--- config.mk ---
export PLATFORM = sky130hd
export DESIGN_NAME = bhm_mod
export DESIGN_NICKNAME = d
export VERILOG_FILES = /design/src/sv/bhm_pkg.sv /design/src/sv/bhm_mod.sv
export SDC_FILE = /design/constraint.sdc
export NUM_CORES = 1
export LEC_CHECK = 0
export BUFFER_PORTS_ARGS = -buffer_cell sky130_fd_sc_hd__buf_4
export CAP_MARGIN = 20
export CORE_AREA = 8 8 45 47
export CTS_CLUSTER_DIAMETER = 50
export DETAILED_ROUTE_END_ITERATION = 8
export DIE_AREA = 0 0 53 55
export HOLD_SLACK_MARGIN = 0.12
export PLACE_DENSITY_LB_ADDON = 0.12
export SYNTH_ARGS = -nofsm -noshare
export SYNTH_HDL_FRONTEND = slang
export SYNTH_SLANG_ARGS = --single-unit
--- constraint.sdc ---
create_clock -name clk_i -period 0.8 [get_ports clk_i]
set_clock_uncertainty 0.15 [all_clocks]
set_input_delay 0.16 -clock clk_i [delete_from_list [all_inputs] [get_ports clk_i]]
set_output_delay 0.16 -clock clk_i [all_outputs]
set_load 0.02 [all_outputs]
--- src/sv/bhm_pkg.sv ---
// shared types and codes for the bucketed hash map
package bhm_pkg;

  localparam int KeyW  = 31;
  localparam int DataW = 31;

  localparam logic [1:0] CMD_PUT    = 2'd0;
  localparam logic [1:0] CMD_GET    = 2'd1;
  localparam logic [1:0] CMD_REMOVE = 2'd2;

  localparam logic [1:0] STATUS_OK     = 2'd0;
  localparam logic [1:0] STATUS_ABSENT = 2'd1;
  localparam logic [1:0] STATUS_FULL   = 2'd2;

  typedef struct packed {
    logic [1:0]       cmd;
    logic [KeyW-1:0]  key;
    logic [DataW-1:0] value;
  } req_t;

  typedef struct packed {
    logic [1:0]         status;
    logic signed [31:0] read_value;
  } rsp_t;

endpackage

--- src/sv/bhm_mod.sv ---
// bucket index unit: key modulo the bucket count by reciprocal multiply and one correction
module bhm_mod #(
  parameter int BUCKETS = 1024
) (
  input  logic                                   clk_i,
  input  logic                                   rst_ni,
  input  logic                                   start_i,
  input  logic [bhm_pkg::KeyW-1:0]               key_i,
  output logic                                   done_o,
  output logic [(BUCKETS > 1 ? $clog2(BUCKETS) : 1)-1:0] rem_o
);

  localparam int BW   = (BUCKETS > 1) ? $clog2(BUCKETS) : 1;
  localparam int RW   = BW + 1;
  localparam int KW   = bhm_pkg::KeyW;
  localparam bit POW2 = ((BUCKETS & (BUCKETS - 1)) == 0);
  // floor(2^31 / BUCKETS): the estimated quotient is low by at most one
  localparam logic [31:0] RECIP = 32'(64'h8000_0000 / 64'(BUCKETS));

  typedef enum logic [1:0] {
    M_IDLE, M_MUL, M_SUB, M_FIX
  } mstate_e;

  mstate_e       mstate_q;
  logic          done_q;
  logic [BW-1:0] rem_q;
  logic [KW-1:0] key_q;
  logic [31:0]   quo_q;
  logic [RW-1:0] part_q;
  logic [62:0]   prod;
  logic [31:0]   diff;
  logic [RW-1:0] fix;

  // partial remainder is below twice the bucket count, so one subtract finishes it
  always_comb begin
    prod = 63'(key_q) * 63'(RECIP);
    diff = 32'(key_q) - quo_q * 32'(BUCKETS);
    fix  = part_q;
    if (part_q >= RW'(BUCKETS)) begin
      fix = part_q - RW'(BUCKETS);
    end
  end

  always_ff @(posedge clk_i or negedge rst_ni) begin
    if (!rst_ni) begin
      done_q   <= 1'b0;
      mstate_q <= M_IDLE;
    end else begin
      if (POW2) begin
        done_q <= start_i;
        if (start_i) begin
          rem_q <= (BUCKETS == 1) ? '0 : BW'(key_i);
        end
      end else begin
        done_q <= (mstate_q == M_FIX);
        unique case (mstate_q)
          M_IDLE: begin
            if (start_i) begin
              key_q    <= key_i;
              mstate_q <= M_MUL;
            end
          end
          M_MUL: begin
            quo_q    <= prod[62:31];
            mstate_q <= M_SUB;
          end
          M_SUB: begin
            part_q   <= diff[RW-1:0];
            mstate_q <= M_FIX;
          end
          M_FIX: begin
            rem_q    <= fix[BW-1:0];
            mstate_q <= M_IDLE;
          end
          default: begin
            mstate_q <= M_IDLE;
          end
        endcase
      end
    end
  end

  assign done_o = done_q;
  assign rem_o  = rem_q;

endmodule

==> results.ini <==
[clock_tree]
post-cts-setup-buffer-count=0
cts-htree-levels=1
cts_buffers=3
cts.sinks=11
clockBufferDepth=2
cts_tree=yes
clkTransAtPathRegs_ns=0.07
cts-root-buf=clkbuf_4
hold_buffers=1

[final_layout]
area_growth_pct=84.5
final_nets=76
drive_gt1_share_pct=68.3
fin_area_um2=612
utilization_pct=44.2
layout_common_cells=buf_4, buf_6, edfxtp_1, clkbuf_4
layout_commonest_cell=buf_4
fillers=132
antennaDiodeCount=0

[drt]
drtPass1Iterations=2
wl_um=746
initialDrtViolationCount=2
drc_errors=0
antenna_left=0
avgViaCountPerCell=3.95
wire_per_inst_um=13.1
num_vias=225

[global_routing]
grt_pass1_vias=248
grt.total_usage_pct=5.20
antenna_found_initial=0
grt_pass1_wl_um=1010
grt_max_degree=11
overflow=0

[sta]
worst_hold_slack_ns=-0.134
hold_viol=11
slew_viol_final=0
setup_viol=11
timing.final.ws_setup_ns=-0.315
period_minus_slack_ns=1.12
clock.fmax_mhz=897
fin_crit_sh_pct=139
tightestPinTransition_ns=0.147
slew_headroom_pct=90.2
rsz0062_at_grt=true

[hold_path]
holdPathStages=1
holdCritStartpoint=start_i
whs_endpoint=done_o
holdCritPathClass=input port to flop

[floorplan]
initial_utilization_pct=24.0
fp.dieW_um=53
core_area_um2=1380
rows=14
die_h_um=55
die-area_um2=2920
ioPinCount=45

[yosys]
yosys_warnings=0
synthAdderAreaFrac_pct=0
synth_top_family_by_area=simple AND/OR/NAND/NOR gates
synthesis.nets=46
synthMuxAreaShare_pct=0
synth_compound_area_share_pct=0
ys_seq_elements=11
yosysSeqAreaShare_pct=98.1
synthCells=12
synth-simple-area-share_pct=1.89
synth.avg_cell_area_um2=27.6
synth_xor_area_share_pct=0
ys_types=3
syn_area_um2=332

[pwr]
p_leak_nw=0.258
power_mw=1.24
p_per_area_nw_per_um2=2020
irDropWorstVdd_uv=959

[worst_setup_path]
required_ns=0.49
slowest_stage=edfxtp_1
end_kind=output pin
crit_path_cell_trace=buf_6
arrival_ns=0.81
critPathMaxStageDelay_ns=0.40
path_buf_inv=1
criticalPathCategory=flop to output pin
crit_start=rem_o[8]
critPathLaunchType=flop
critPathMaxFanout=1
cp_top_family=flip-flops

[outcome]
status=complete, but fails checks
failed_checks=hold timing, setup timing

[placement]
port_buffers=23
place_area_um2=534
place.gp.congestion=0.625
dp_slack_ns=-0.126

[run]
max_cap_viol_count=0

[state kept, by name, indices dropped and copies added (netlist names)]
register and flops:
rem_o 10, done_o 1
[final cells by class]
cell class              count  area, um^2  area share, %
flip-flops and latches     11         325           53.2
repair buffers             25         231           37.8
clock buffers               4        26.3           4.29
well taps                  16        20.0           3.27
multi-input cells           1        8.76           1.43
[timing repair]
item                                    CTS  global route
endpoints found under the hold margin    12            11
resized for setup                        11             0
endpoints found under the setup margin   11            11
[power by group]
group	internal [mW]	switching, mW	total (mW)
clock	0.193	0.172	0.364
combinational	0.110	0.0785	0.189
sequential	0.670	0.0161	0.686
[Yosys cell counts (all sizes together)]
cell	n	share of area (%)
dfrtp	1	7.5
edfxtp	10	91
and2	1	1.9
[cells by family after synthesis]
family and Yosys count:
flip-flops 11, AND/OR/NAND/NOR 1
[worst max path at each step]
stage,slack [ns],end,cells past startpoint
floorplan,0.005,rem_o[0],1
global placement,-0.11,rem_o[5],2
detailed placement,-0.13,rem_o[2],2
CTS,-0.34,rem_o[8],1
global route,-0.35,rem_o[8],1
finish,-0.32,rem_o[8],1
[per-stage QoR]
step | setup TNS (ns) | cells
after floorplan | 0 | 12
final | -3.22 | 57
after global routing | -3.58 | 57
after CTS | -3.40 | 57
after detailed placement | -1.43 | 52
after global placement | -1.24 | 52
[layer usage]
metal / part of all wire (%) / GRT usage, %
met4: 0 / 3.88
met2: 59 / 10.2
met5: 0 / 0
met3: 11 / 2.67
met1: 30 / 3.62
Note: power is estimated with default switching activity, not from simulation.
